[src/sv/bezier_easing_pkg.sv]
`timescale 1ns / 1ps
// ----------------------------------------------------------------------------
// bezier_easing_pkg
// Shared constants, types and helpers for the cubic Bezier easing core.
// ----------------------------------------------------------------------------
package bezier_easing_pkg;

    // number format: unsigned fixed point, FRAC_BITS fraction bits
    localparam int FRAC_BITS      = 15;
    localparam int ITERATIONS_DEF = 12;

    localparam int DATA_W = 16;             // width of every payload field
    localparam int UNIT_W = FRAC_BITS + 1;  // holds [0, 1.0]
    localparam int ACC_W  = FRAC_BITS + 6;  // signed working range +-32.0
    localparam int PROD_W = ACC_W + UNIT_W + 1;

    localparam logic [UNIT_W-1:0] ONE_VAL  = UNIT_W'(1) << FRAC_BITS;
    localparam logic [PROD_W-1:0] HALF_VAL = PROD_W'(1) << (FRAC_BITS - 1);

    // configuration port
    localparam int CFG_DATA_W = 32;
    localparam int CFG_ADDR_W = 3;
    localparam int TOL_W      = 11;
    localparam logic [TOL_W-1:0] TOL_RESET = TOL_W'(16);
    localparam logic REG_TOLERANCE = 1'b0;  // register index, paddr[2]

    typedef enum logic [3:0] {
        ST_IDLE,
        ST_PREP,
        ST_H0,
        ST_H1,
        ST_H2,
        ST_CHECK,
        ST_Y0,
        ST_Y1,
        ST_Y2,
        ST_Y3,
        ST_Y4,
        ST_Y5,
        ST_Y6,
        ST_DONE
    } bez_state_t;

    // saturate a raw field to [0, 1.0]
    function automatic logic [UNIT_W-1:0] sat_unit(logic [DATA_W-1:0] raw);
        logic [UNIT_W-1:0] v;
        v = UNIT_W'(raw);
        if (v > ONE_VAL) begin
            v = ONE_VAL;
        end
        return v;
    endfunction

    // zero-extend a unit value into the signed working width
    function automatic logic signed [ACC_W-1:0] unit_ext(logic [UNIT_W-1:0] v);
        return $signed({{(ACC_W - UNIT_W){1'b0}}, v});
    endfunction

    // clamp a signed working value to [0, 1.0]
    function automatic logic [UNIT_W-1:0] clamp_unit(logic signed [ACC_W-1:0] v);
        logic [UNIT_W-1:0] r;
        if (v < 0) begin
            r = '0;
        end else if (v > unit_ext(ONE_VAL)) begin
            r = ONE_VAL;
        end else begin
            r = v[UNIT_W-1:0];
        end
        return r;
    endfunction

endpackage

[src/sv/bezier_easing_y_from_x_core.sv]
`timescale 1ns / 1ps
// ----------------------------------------------------------------------------
// bezier_easing_y_from_x_core
// Cubic Bezier easing curve evaluation, y from x, on one shared multiplier.
// ----------------------------------------------------------------------------
// usage:
//   s_* channel takes one request: progress x and the two inner control
//   points, all Q1.15 and saturated to 1.0 on entry. m_* channel returns the
//   eased y for that request, Q1.15 in [0, 1.0].
//   the APB port holds one register, tolerance (address 0, 11 bits); the user
//   must write it only while the core is idle; the core does not enforce this.
// sequencing:
//   one request at a time, every multiply on the single multiply-round-add
//   unit. an accepted request goes through a prep step, then per solver
//   iteration 3 multiplies plus the convergence test (at most ITERATIONS
//   iterations), then 7 multiplies for the y polynomial and finally the
//   load of the output register; diagonal control points skip the solver and
//   the polynomial. s_ready returns as the result is loaded, so the core
//   takes no new request before the last one has reached the output register.
// reset: aresetn (synchronous, active low) clears m_valid, returns the
//   sequencer to idle and sets tolerance to 16.
// stalls:
//   the result waits in the output register while m_ready is low; the core
//   still takes and works on the next request, holding it only at the final
//   step until the output register is free.
// ----------------------------------------------------------------------------
module bezier_easing_y_from_x_core #(
    parameter int ITERATIONS = bezier_easing_pkg::ITERATIONS_DEF
) (
    input  logic                                       aclk,
    input  logic                                       aresetn,
    // request channel
    input  logic                                       s_valid,
    output logic                                       s_ready,
    input  logic [bezier_easing_pkg::DATA_W-1:0]       s_progress_x,
    input  logic [bezier_easing_pkg::DATA_W-1:0]       s_ctrl1_x,
    input  logic [bezier_easing_pkg::DATA_W-1:0]       s_ctrl1_y,
    input  logic [bezier_easing_pkg::DATA_W-1:0]       s_ctrl2_x,
    input  logic [bezier_easing_pkg::DATA_W-1:0]       s_ctrl2_y,
    // result channel
    output logic                                       m_valid,
    input  logic                                       m_ready,
    output logic [bezier_easing_pkg::DATA_W-1:0]       m_eased_y,
    // configuration port
    input  logic                                       psel,
    input  logic                                       penable,
    input  logic                                       pwrite,
    input  logic [bezier_easing_pkg::CFG_ADDR_W-1:0]   paddr,
    input  logic [bezier_easing_pkg::CFG_DATA_W-1:0]   pwdata,
    output logic [bezier_easing_pkg::CFG_DATA_W-1:0]   prdata,
    output logic                                       pready
);

    localparam int UNIT_W = bezier_easing_pkg::UNIT_W;
    localparam int ACC_W  = bezier_easing_pkg::ACC_W;
    localparam int PROD_W = bezier_easing_pkg::PROD_W;
    localparam int FRAC   = bezier_easing_pkg::FRAC_BITS;
    localparam int TOL_W  = bezier_easing_pkg::TOL_W;
    localparam int ITER_W = (ITERATIONS > 1) ? $clog2(ITERATIONS) : 1;
    localparam logic [ITER_W-1:0] ITER_LAST = ITER_W'(ITERATIONS - 1);

    // sequencer
    bezier_easing_pkg::bez_state_t state_reg, state_next;
    logic [ITER_W-1:0]       iter_reg, iter_next;

    // saturated request fields
    logic [UNIT_W-1:0]       x_reg, x_next;
    logic [UNIT_W-1:0]       c1x_reg, c1x_next;
    logic [UNIT_W-1:0]       c1y_reg, c1y_next;
    logic [UNIT_W-1:0]       c2x_reg, c2x_next;
    logic [UNIT_W-1:0]       c2y_reg, c2y_next;

    // x(t) polynomial coefficients
    logic signed [ACC_W-1:0] k0_reg, k0_next;
    logic signed [ACC_W-1:0] k1_reg, k1_next;
    logic signed [ACC_W-1:0] k2_reg, k2_next;

    // working values
    logic [UNIT_W-1:0]       t_reg, t_next;
    logic [UNIT_W-1:0]       t2_reg, t2_next;
    logic [UNIT_W-1:0]       r2_reg, r2_next;
    logic signed [ACC_W-1:0] acc_reg, acc_next;
    logic signed [ACC_W-1:0] ysum_reg, ysum_next;

    // config and output
    logic [TOL_W-1:0]        tol_reg, tol_next;
    logic                    m_valid_reg, m_valid_next;
    logic [bezier_easing_pkg::DATA_W-1:0] m_y_reg, m_y_next;

    // shared multiply-round-add unit
    logic signed [ACC_W-1:0]  mul_a;
    logic [UNIT_W-1:0]        mul_b;
    logic signed [ACC_W-1:0]  add_op;
    logic signed [PROD_W-1:0] prod;
    logic signed [PROD_W-1:0] prod_rnd;
    logic signed [ACC_W-1:0]  mac;

    // helpers
    logic signed [ACC_W-1:0] c1x_s, c2x_s;
    logic [UNIT_W-1:0]       r_val;
    logic signed [ACC_W-1:0] tol_s;
    logic signed [ACC_W-1:0] t_upd;
    logic                    converged;
    logic                    diag;
    logic                    cfg_wr;

    // rounded fixed-point product plus an addend, floor((a*b + 2^(F-1)) / 2^F) + c
    assign prod     = mul_a * $signed({1'b0, mul_b});
    assign prod_rnd = prod + $signed(bezier_easing_pkg::HALF_VAL);
    assign mac      = $signed(prod_rnd[ACC_W+FRAC-1:FRAC]) + add_op;

    assign c1x_s     = bezier_easing_pkg::unit_ext(c1x_reg);
    assign c2x_s     = bezier_easing_pkg::unit_ext(c2x_reg);
    assign r_val     = bezier_easing_pkg::ONE_VAL - t_reg;
    assign tol_s     = $signed({{(ACC_W - TOL_W){1'b0}}, tol_reg});
    // acc holds the x error in the check step
    assign converged = (acc_reg <= tol_s) && (acc_reg >= -tol_s);
    // damped step: t - floor(err / 2)
    assign t_upd     = bezier_easing_pkg::unit_ext(t_reg) - (acc_reg >>> 1);
    assign diag      = (c1x_reg == c1y_reg) && (c2x_reg == c2y_reg);

    // config write on the access phase
    assign cfg_wr = psel && penable && pwrite;
    assign pready = 1'b1;
    assign prdata = (paddr[2] == bezier_easing_pkg::REG_TOLERANCE)
                  ? {{(bezier_easing_pkg::CFG_DATA_W - TOL_W){1'b0}}, tol_reg}
                  : '0;

    assign s_ready   = (state_reg == bezier_easing_pkg::ST_IDLE);
    assign m_valid   = m_valid_reg;
    assign m_eased_y = m_y_reg;

    always_comb begin
        state_next   = state_reg;
        iter_next    = iter_reg;
        x_next       = x_reg;
        c1x_next     = c1x_reg;
        c1y_next     = c1y_reg;
        c2x_next     = c2x_reg;
        c2y_next     = c2y_reg;
        k0_next      = k0_reg;
        k1_next      = k1_reg;
        k2_next      = k2_reg;
        t_next       = t_reg;
        t2_next      = t2_reg;
        r2_next      = r2_reg;
        acc_next     = acc_reg;
        ysum_next    = ysum_reg;
        tol_next     = tol_reg;
        m_valid_next = m_valid_reg;
        m_y_next     = m_y_reg;
        mul_a        = '0;
        mul_b        = '0;
        add_op       = '0;

        if (cfg_wr && paddr[2] == bezier_easing_pkg::REG_TOLERANCE) begin
            tol_next = pwdata[TOL_W-1:0];
        end

        // result taken by the receiver
        if (m_ready) begin
            m_valid_next = 1'b0;
        end

        case (state_reg)
            bezier_easing_pkg::ST_IDLE: begin
                if (s_valid) begin
                    x_next     = bezier_easing_pkg::sat_unit(s_progress_x);
                    c1x_next   = bezier_easing_pkg::sat_unit(s_ctrl1_x);
                    c1y_next   = bezier_easing_pkg::sat_unit(s_ctrl1_y);
                    c2x_next   = bezier_easing_pkg::sat_unit(s_ctrl2_x);
                    c2y_next   = bezier_easing_pkg::sat_unit(s_ctrl2_y);
                    state_next = bezier_easing_pkg::ST_PREP;
                end
            end
            bezier_easing_pkg::ST_PREP: begin
                // k0 = 1 + 3 c1x - 3 c2x, k1 = 3 c2x - 6 c1x, k2 = 3 c1x
                k0_next   = bezier_easing_pkg::unit_ext(bezier_easing_pkg::ONE_VAL)
                          + c1x_s + (c1x_s <<< 1) - c2x_s - (c2x_s <<< 1);
                k1_next   = c2x_s + (c2x_s <<< 1) - (c1x_s <<< 1) - (c1x_s <<< 2);
                k2_next   = c1x_s + (c1x_s <<< 1);
                t_next    = x_reg;
                iter_next = '0;
                if (diag) begin
                    // linear curve: y is x
                    ysum_next  = bezier_easing_pkg::unit_ext(x_reg);
                    state_next = bezier_easing_pkg::ST_DONE;
                end else begin
                    state_next = bezier_easing_pkg::ST_H0;
                end
            end
            bezier_easing_pkg::ST_H0: begin
                mul_a      = k0_reg;
                mul_b      = t_reg;
                add_op     = k1_reg;
                acc_next   = mac;
                state_next = bezier_easing_pkg::ST_H1;
            end
            bezier_easing_pkg::ST_H1: begin
                mul_a      = acc_reg;
                mul_b      = t_reg;
                add_op     = k2_reg;
                acc_next   = mac;
                state_next = bezier_easing_pkg::ST_H2;
            end
            bezier_easing_pkg::ST_H2: begin
                // x(t) - x
                mul_a      = acc_reg;
                mul_b      = t_reg;
                add_op     = -bezier_easing_pkg::unit_ext(x_reg);
                acc_next   = mac;
                state_next = bezier_easing_pkg::ST_CHECK;
            end
            bezier_easing_pkg::ST_CHECK: begin
                if (converged) begin
                    state_next = bezier_easing_pkg::ST_Y0;
                end else begin
                    t_next = bezier_easing_pkg::clamp_unit(t_upd);
                    if (iter_reg == ITER_LAST) begin
                        state_next = bezier_easing_pkg::ST_Y0;
                    end else begin
                        iter_next  = iter_reg + 1'b1;
                        state_next = bezier_easing_pkg::ST_H0;
                    end
                end
            end
            bezier_easing_pkg::ST_Y0: begin
                // t^2
                mul_a      = bezier_easing_pkg::unit_ext(t_reg);
                mul_b      = t_reg;
                t2_next    = mac[UNIT_W-1:0];
                state_next = bezier_easing_pkg::ST_Y1;
            end
            bezier_easing_pkg::ST_Y1: begin
                // t^3 opens the sum
                mul_a      = bezier_easing_pkg::unit_ext(t2_reg);
                mul_b      = t_reg;
                ysum_next  = mac;
                state_next = bezier_easing_pkg::ST_Y2;
            end
            bezier_easing_pkg::ST_Y2: begin
                // (1-t)^2
                mul_a      = bezier_easing_pkg::unit_ext(r_val);
                mul_b      = r_val;
                r2_next    = mac[UNIT_W-1:0];
                state_next = bezier_easing_pkg::ST_Y3;
            end
            bezier_easing_pkg::ST_Y3: begin
                mul_a      = bezier_easing_pkg::unit_ext(t2_reg);
                mul_b      = r_val;
                acc_next   = mac;
                state_next = bezier_easing_pkg::ST_Y4;
            end
            bezier_easing_pkg::ST_Y4: begin
                // + 3 t^2 (1-t) c2y
                mul_a      = acc_reg + (acc_reg <<< 1);
                mul_b      = c2y_reg;
                add_op     = ysum_reg;
                ysum_next  = mac;
                state_next = bezier_easing_pkg::ST_Y5;
            end
            bezier_easing_pkg::ST_Y5: begin
                mul_a      = bezier_easing_pkg::unit_ext(t_reg);
                mul_b      = r2_reg;
                acc_next   = mac;
                state_next = bezier_easing_pkg::ST_Y6;
            end
            bezier_easing_pkg::ST_Y6: begin
                // + 3 t (1-t)^2 c1y
                mul_a      = acc_reg + (acc_reg <<< 1);
                mul_b      = c1y_reg;
                add_op     = ysum_reg;
                ysum_next  = mac;
                state_next = bezier_easing_pkg::ST_DONE;
            end
            bezier_easing_pkg::ST_DONE: begin
                // wait for a free output register
                if (!m_valid_reg || m_ready) begin
                    m_valid_next = 1'b1;
                    m_y_next     = bezier_easing_pkg::DATA_W'(
                                       bezier_easing_pkg::clamp_unit(ysum_reg));
                    state_next   = bezier_easing_pkg::ST_IDLE;
                end
            end
            default: begin
                state_next = bezier_easing_pkg::ST_IDLE;
            end
        endcase
    end

    always_ff @(posedge aclk) begin
        if (!aresetn) begin
            state_reg   <= bezier_easing_pkg::ST_IDLE;
            m_valid_reg <= 1'b0;
            tol_reg     <= bezier_easing_pkg::TOL_RESET;
            iter_reg    <= '0;
        end else begin
            state_reg   <= state_next;
            m_valid_reg <= m_valid_next;
            tol_reg     <= tol_next;
            iter_reg    <= iter_next;
        end
    end

    // payload registers
    always_ff @(posedge aclk) begin
        x_reg    <= x_next;
        c1x_reg  <= c1x_next;
        c1y_reg  <= c1y_next;
        c2x_reg  <= c2x_next;
        c2y_reg  <= c2y_next;
        k0_reg   <= k0_next;
        k1_reg   <= k1_next;
        k2_reg   <= k2_next;
        t_reg    <= t_next;
        t2_reg   <= t2_next;
        r2_reg   <= r2_next;
        acc_reg  <= acc_next;
        ysum_reg <= ysum_next;
        m_y_reg  <= m_y_next;
    end

`ifndef ASSERT_OFF
    // one request at a time
    a_busy_after_accept: assert property (@(posedge aclk) disable iff (!aresetn)
        s_valid && s_ready |=> !s_ready)
        else $error("request accepted while the previous one is in flight");

    // solver never runs past its iteration budget
    a_iter_bound: assert property (@(posedge aclk) disable iff (!aresetn)
        state_reg == bezier_easing_pkg::ST_CHECK |-> iter_reg <= ITER_LAST)
        else $error("iteration counter beyond budget");

    // t stays inside the unit interval through the solver
    a_t_in_range: assert property (@(posedge aclk) disable iff (!aresetn)
        state_reg == bezier_easing_pkg::ST_CHECK |=> t_reg <= bezier_easing_pkg::ONE_VAL)
        else $error("curve parameter left [0, 1]");

    // a new result only comes out of the final step
    a_result_source: assert property (@(posedge aclk) disable iff (!aresetn)
        $rose(m_valid_reg) |-> $past(state_reg == bezier_easing_pkg::ST_DONE))
        else $error("result loaded outside the final step");

    // result is saturated to one
    a_result_range: assert property (@(posedge aclk) disable iff (!aresetn)
        m_valid_reg |-> m_y_reg <= bezier_easing_pkg::DATA_W'(bezier_easing_pkg::ONE_VAL))
        else $error("result above one");
`endif

endmodule
[config.mk]
export PLATFORM = sky130hd
export DESIGN_NAME = bezier_easing_y_from_x_core
export DESIGN_NICKNAME = d
export VERILOG_FILES = /design/src/sv/bezier_easing_pkg.sv /design/src/sv/bezier_easing_y_from_x_core.sv
export SDC_FILE = /design/constraint.sdc
export NUM_CORES = 2
export LEC_CHECK = 0
export BUFFER_PORTS_ARGS = -buffer_cell sky130_fd_sc_hd__buf_2
export CAP_MARGIN = 0
export CORE_ASPECT_RATIO = 2
export CORE_UTILIZATION = 25
export CTS_CLUSTER_SIZE = 8
export DETAILED_ROUTE_END_ITERATION = 8
export GPL_ROUTABILITY_DRIVEN = 1
export GPL_TIMING_DRIVEN = 1
export PLACE_DENSITY = 0.39
export SLEW_MARGIN = 10
export SYNTH_ARGS = -nofsm -noshare
export SYNTH_HDL_FRONTEND = slang
export SYNTH_SLANG_ARGS = --single-unit
[constraint.sdc]
create_clock -name aclk -period 14.61 [get_ports aclk]
set_input_delay 2.1915 -clock aclk [delete_from_list [all_inputs] [get_ports aclk]]
set_output_delay 2.1915 -clock aclk [all_outputs]
set_load 0.005 [all_outputs]
==> metrics.md <==
| Metric | Value |
|---|---|
| Status | `complete, no violations` |
| Wire per inst | `between 20 and 25 um` |
| Seq/Total Area, Yosys | `24.0%` |
| Cts hold-fix bufs | `0` |
| Post-Synth Simple-Gate Area | `15.5%` |
| DR vias/cell | `~4.7` |
| Total track usage | `between 10% and 20%` |
| Hpwl dp | `about 110000 um` |
| Row count | `between 150 and 200` |
| Post-CTS Resized | `0` |
| Fmax | `about 81 MHz` |
| Filler cells | `between 10000 and 15000` |
| Leakage | `0.0163 uW` |
| Worst setup SP type | `register` |
| Top layer in use | `met4` |
| Initial DRC count | `approximately 1200` |
| Yosys cell types | `84` |
| CP dominant cell by count | `fa_1` |
| Post-route clock period utilization | `84.0%` |
| IO buf count | `around 130` |
| PD cells | `between 100 and 150 mW/mm^2` |
| Global route overflow | `0` |
| Final #Nets | `between 4000 and 5000` |
| CP max-delay cell | `or4_1` |
| Multi-input gate area in the final layout | `0.0219 mm^2` |
| Adder-cell area share of the yosys netlist | `between 30% and 40%` |
| Slew @ Worst Pin | `1.23 ns` |
| Reg area | `0.00773 mm^2` |
| Crit. End Element | `register` |
| Synth Area in Compound Gates | `between 10% and 20%` |
| Vias | `between 20000 and 30000` |
| Worst Setup Path Type | `register to register` |
| Crit path time final | `12.28 ns` |
| Met3 wire len | `around 2500 um` |
| Cell count after synthesis | `around 3500` |
| First-pass GRT wire length | `roughly 180000 um` |
| Setup Skew | `0.0494 ns` |
| Chip width | `between 200 and 300 um` |
| FFs w/ async S/R, synth | `0%` |
| Die area | `between 0.1 and 0.15 mm^2` |
| Multiplexer share of the synthesized area | `0.717%` |
| Synthesized area | `between 0.03 and 0.04 mm^2` |
| Routability cong. | `between 0.9 and 1` |
| Clock Tree Root | `clkbuf_16` |
| Pre-antenna DRT Iters | `6` |
| Wire length on met2 | `73500 um` |
| Wl on met1 | `38300 um` |
| Latest clock arrival within the worst-skew pair | `0.59 ns` |
| Clock-pin slew on the worst setup and hold paths | `~0.060 ns` |
| Io pins | `approximately 170` |
| Final antenna-violating net count | `0` |
| Worst VDD drop | `0.0898 mV` |
| TritonCTS buffer count | `40` |
| Antenna violations before repair | `1` |
| Layout cells sized above 1 | `about 8.6%` |
| Main combinational cell family by area after synthesis | `adder cells` |
| Hold Crit Class | `register to register` |
| Number of synthesized flops with an enable pin | `around 240` |
| Crit-path max FO | `10` |
| Core box area | `0.128 mm^2` |
| Top FF cell, synth | `edfxtp_1` |
| Starting Density | `between 20 and 30%` |
| CTS tree | `yes` |
| Final Hold Fails | `0` |
| Worst slew margin | `around 17%` |
| Non-filler instance count after layout | `5312` |
| Syn avg cell area | `a little over 9 um^2` |
| Htree depth | `2` |
| DRC | `0` |
| Vias in the first global route | `27600` |
| Setup Fix Bufs, Post-CTS | `0` |
| Post-route setup TNS | `0 ns` |
| R2R setup slack | `approximately 2.3 ns` |
| Seq cells post-synth | `264` |
| CP required | `14.92 ns` |
| DRT Wirelength | `between 100000 and 150000 um` |
| Inst Count DP | `5246` |
| Max-Cap Viols | `0` |
| Max clock buf depth | `3` |
| Number of synthesis warnings | `0` |
| Arrival time worst endpoint | `12.59 ns` |
| Die height | `510 um` |
| RSZ-0062 raised after global routing | `no` |
| Max-slew violations | `0` |
| Commonest non-fill, non-tap cells in the layout | `inv_1 (616), fa_1 (361), nor2_1 (337)` |
| Most common cell after layout, fill and taps aside | `inv_1` |
| Layout area overhead | `12.7%` |
| Max stage delay on crit path | `roughly 0.67 ns` |
| Largest net degree at the start of global routing | `68` |
| # clock sinks | `between 200 and 300` |
| Final Setup Violations | `0` |
| Xor and xnor area share after synthesis | `between 5 and 6%` |
-- cell type report --
| class | instances | area share [%] |
|---|---|---|
| clock buffers | 59 | 3.06 |
| flip-flops and latches | 264 | 21.2 |
| multi-input cells | 2477 | 60.1 |
| repair buffers | 195 | 3.15 |
| well taps | 1692 | 5.82 |
| inverters | 618 | 6.38 |
| diodes | 1 | 0.00688 |
| clock inverters | 6 | 0.227 |
-- kinds of logic (layout without fill, tap and decap cells) --
logic type      Yosys count  after routing
xor+xnor                197            197
mux                      21             21
compound gates          526            526
simple gates           1046           1046
fa+ha+maj               665            665
buf+inv                 740            878
other cells               2             23
flops                   264            264
-- path summary, 6_finish.rpt --
check,from,to,cells after the start
max,acc_reg[1]$_DFFE_PP_,acc_reg[20]$_DFFE_PP_,48
min,tol_reg[10]$_SDFFE_PN0P_,tol_reg[10]$_SDFFE_PN0P_,2
max reg2reg,acc_reg[1]$_DFFE_PP_,acc_reg[20]$_DFFE_PP_,48
min reg2reg,tol_reg[10]$_SDFFE_PN0P_,tol_reg[10]$_SDFFE_PN0P_,2
-- worst max-delay path, delay by kind of cell (launching register included) --
kind                     cells  cell delay (ns)
AO/OA/AOI/OAI               19             4.09
XOR/XNOR                     2             0.47
adder cells (fa/ha/maj)     10             4.34
buffers and inverters        6             0.54
flip-flops                   1             0.53
AND/OR/NAND/NOR             11             2.00
-- Yosys cell counts, drive strengths merged, types with 26 or more instances --
master,number,area share (%)
and2,28,0.54
clkbuf,88,1.0
a222oi,44,1.4
a21boi,29,0.67
nand2b,44,0.85
a21o,38,0.88
a21oi,121,1.9
nor2b,112,2.2
buf,34,0.68
edfxtp,244,23
nand3,53,0.82
nand2,274,3.2
o21a,26,0.60
nor4,42,0.88
ha,304,12
xor2,77,2.1
nor2,338,3.9
nor3,49,0.78
o21ai,99,1.5
inv,618,7.2
fa,361,22
xnor2,120,3.3
-- where the power goes --
| group | total, uW | switching (uW) | leakage, uW | internal (uW) |
|---|---|---|---|---|
| clock | 913 | 368 | 0.000578 | 544 |
| sequential | 1170 | 128 | 0.00245 | 1040 |
| combinational | 2520 | 1600 | 0.0132 | 920 |
| total | 4610 | 2100 | 0.0163 | 2510 |
-- through the flow --
step	total power, uW	worst slack, ns	cell area (um^2)	hold slack, ns	utilization, %
floorplan	2780	4.11	32300	0.443	-
global placement	3720	2.40	35200	0.453	27.4
detailed placement	3720	2.32	35200	0.460	27.4
CTS	4660	2.26	36400	0.467	28.4
global route	4920	1.57	36400	0.503	28.4
finish	4610	2.33	36400	0.463	28.4
-- routing by layer --
| metal | vias to the layer above | global-route usage (%) |
|---|---|---|
| met5 | - | 0 |
| met1 | 12600 | 16.6 |
| met3 | 278 | 1.05 |
| met2 | 569 | 40.8 |
| li1 | 11800 | - |
| met4 | 0 | 14.3 |
Power figures use the tool's default switching activity.
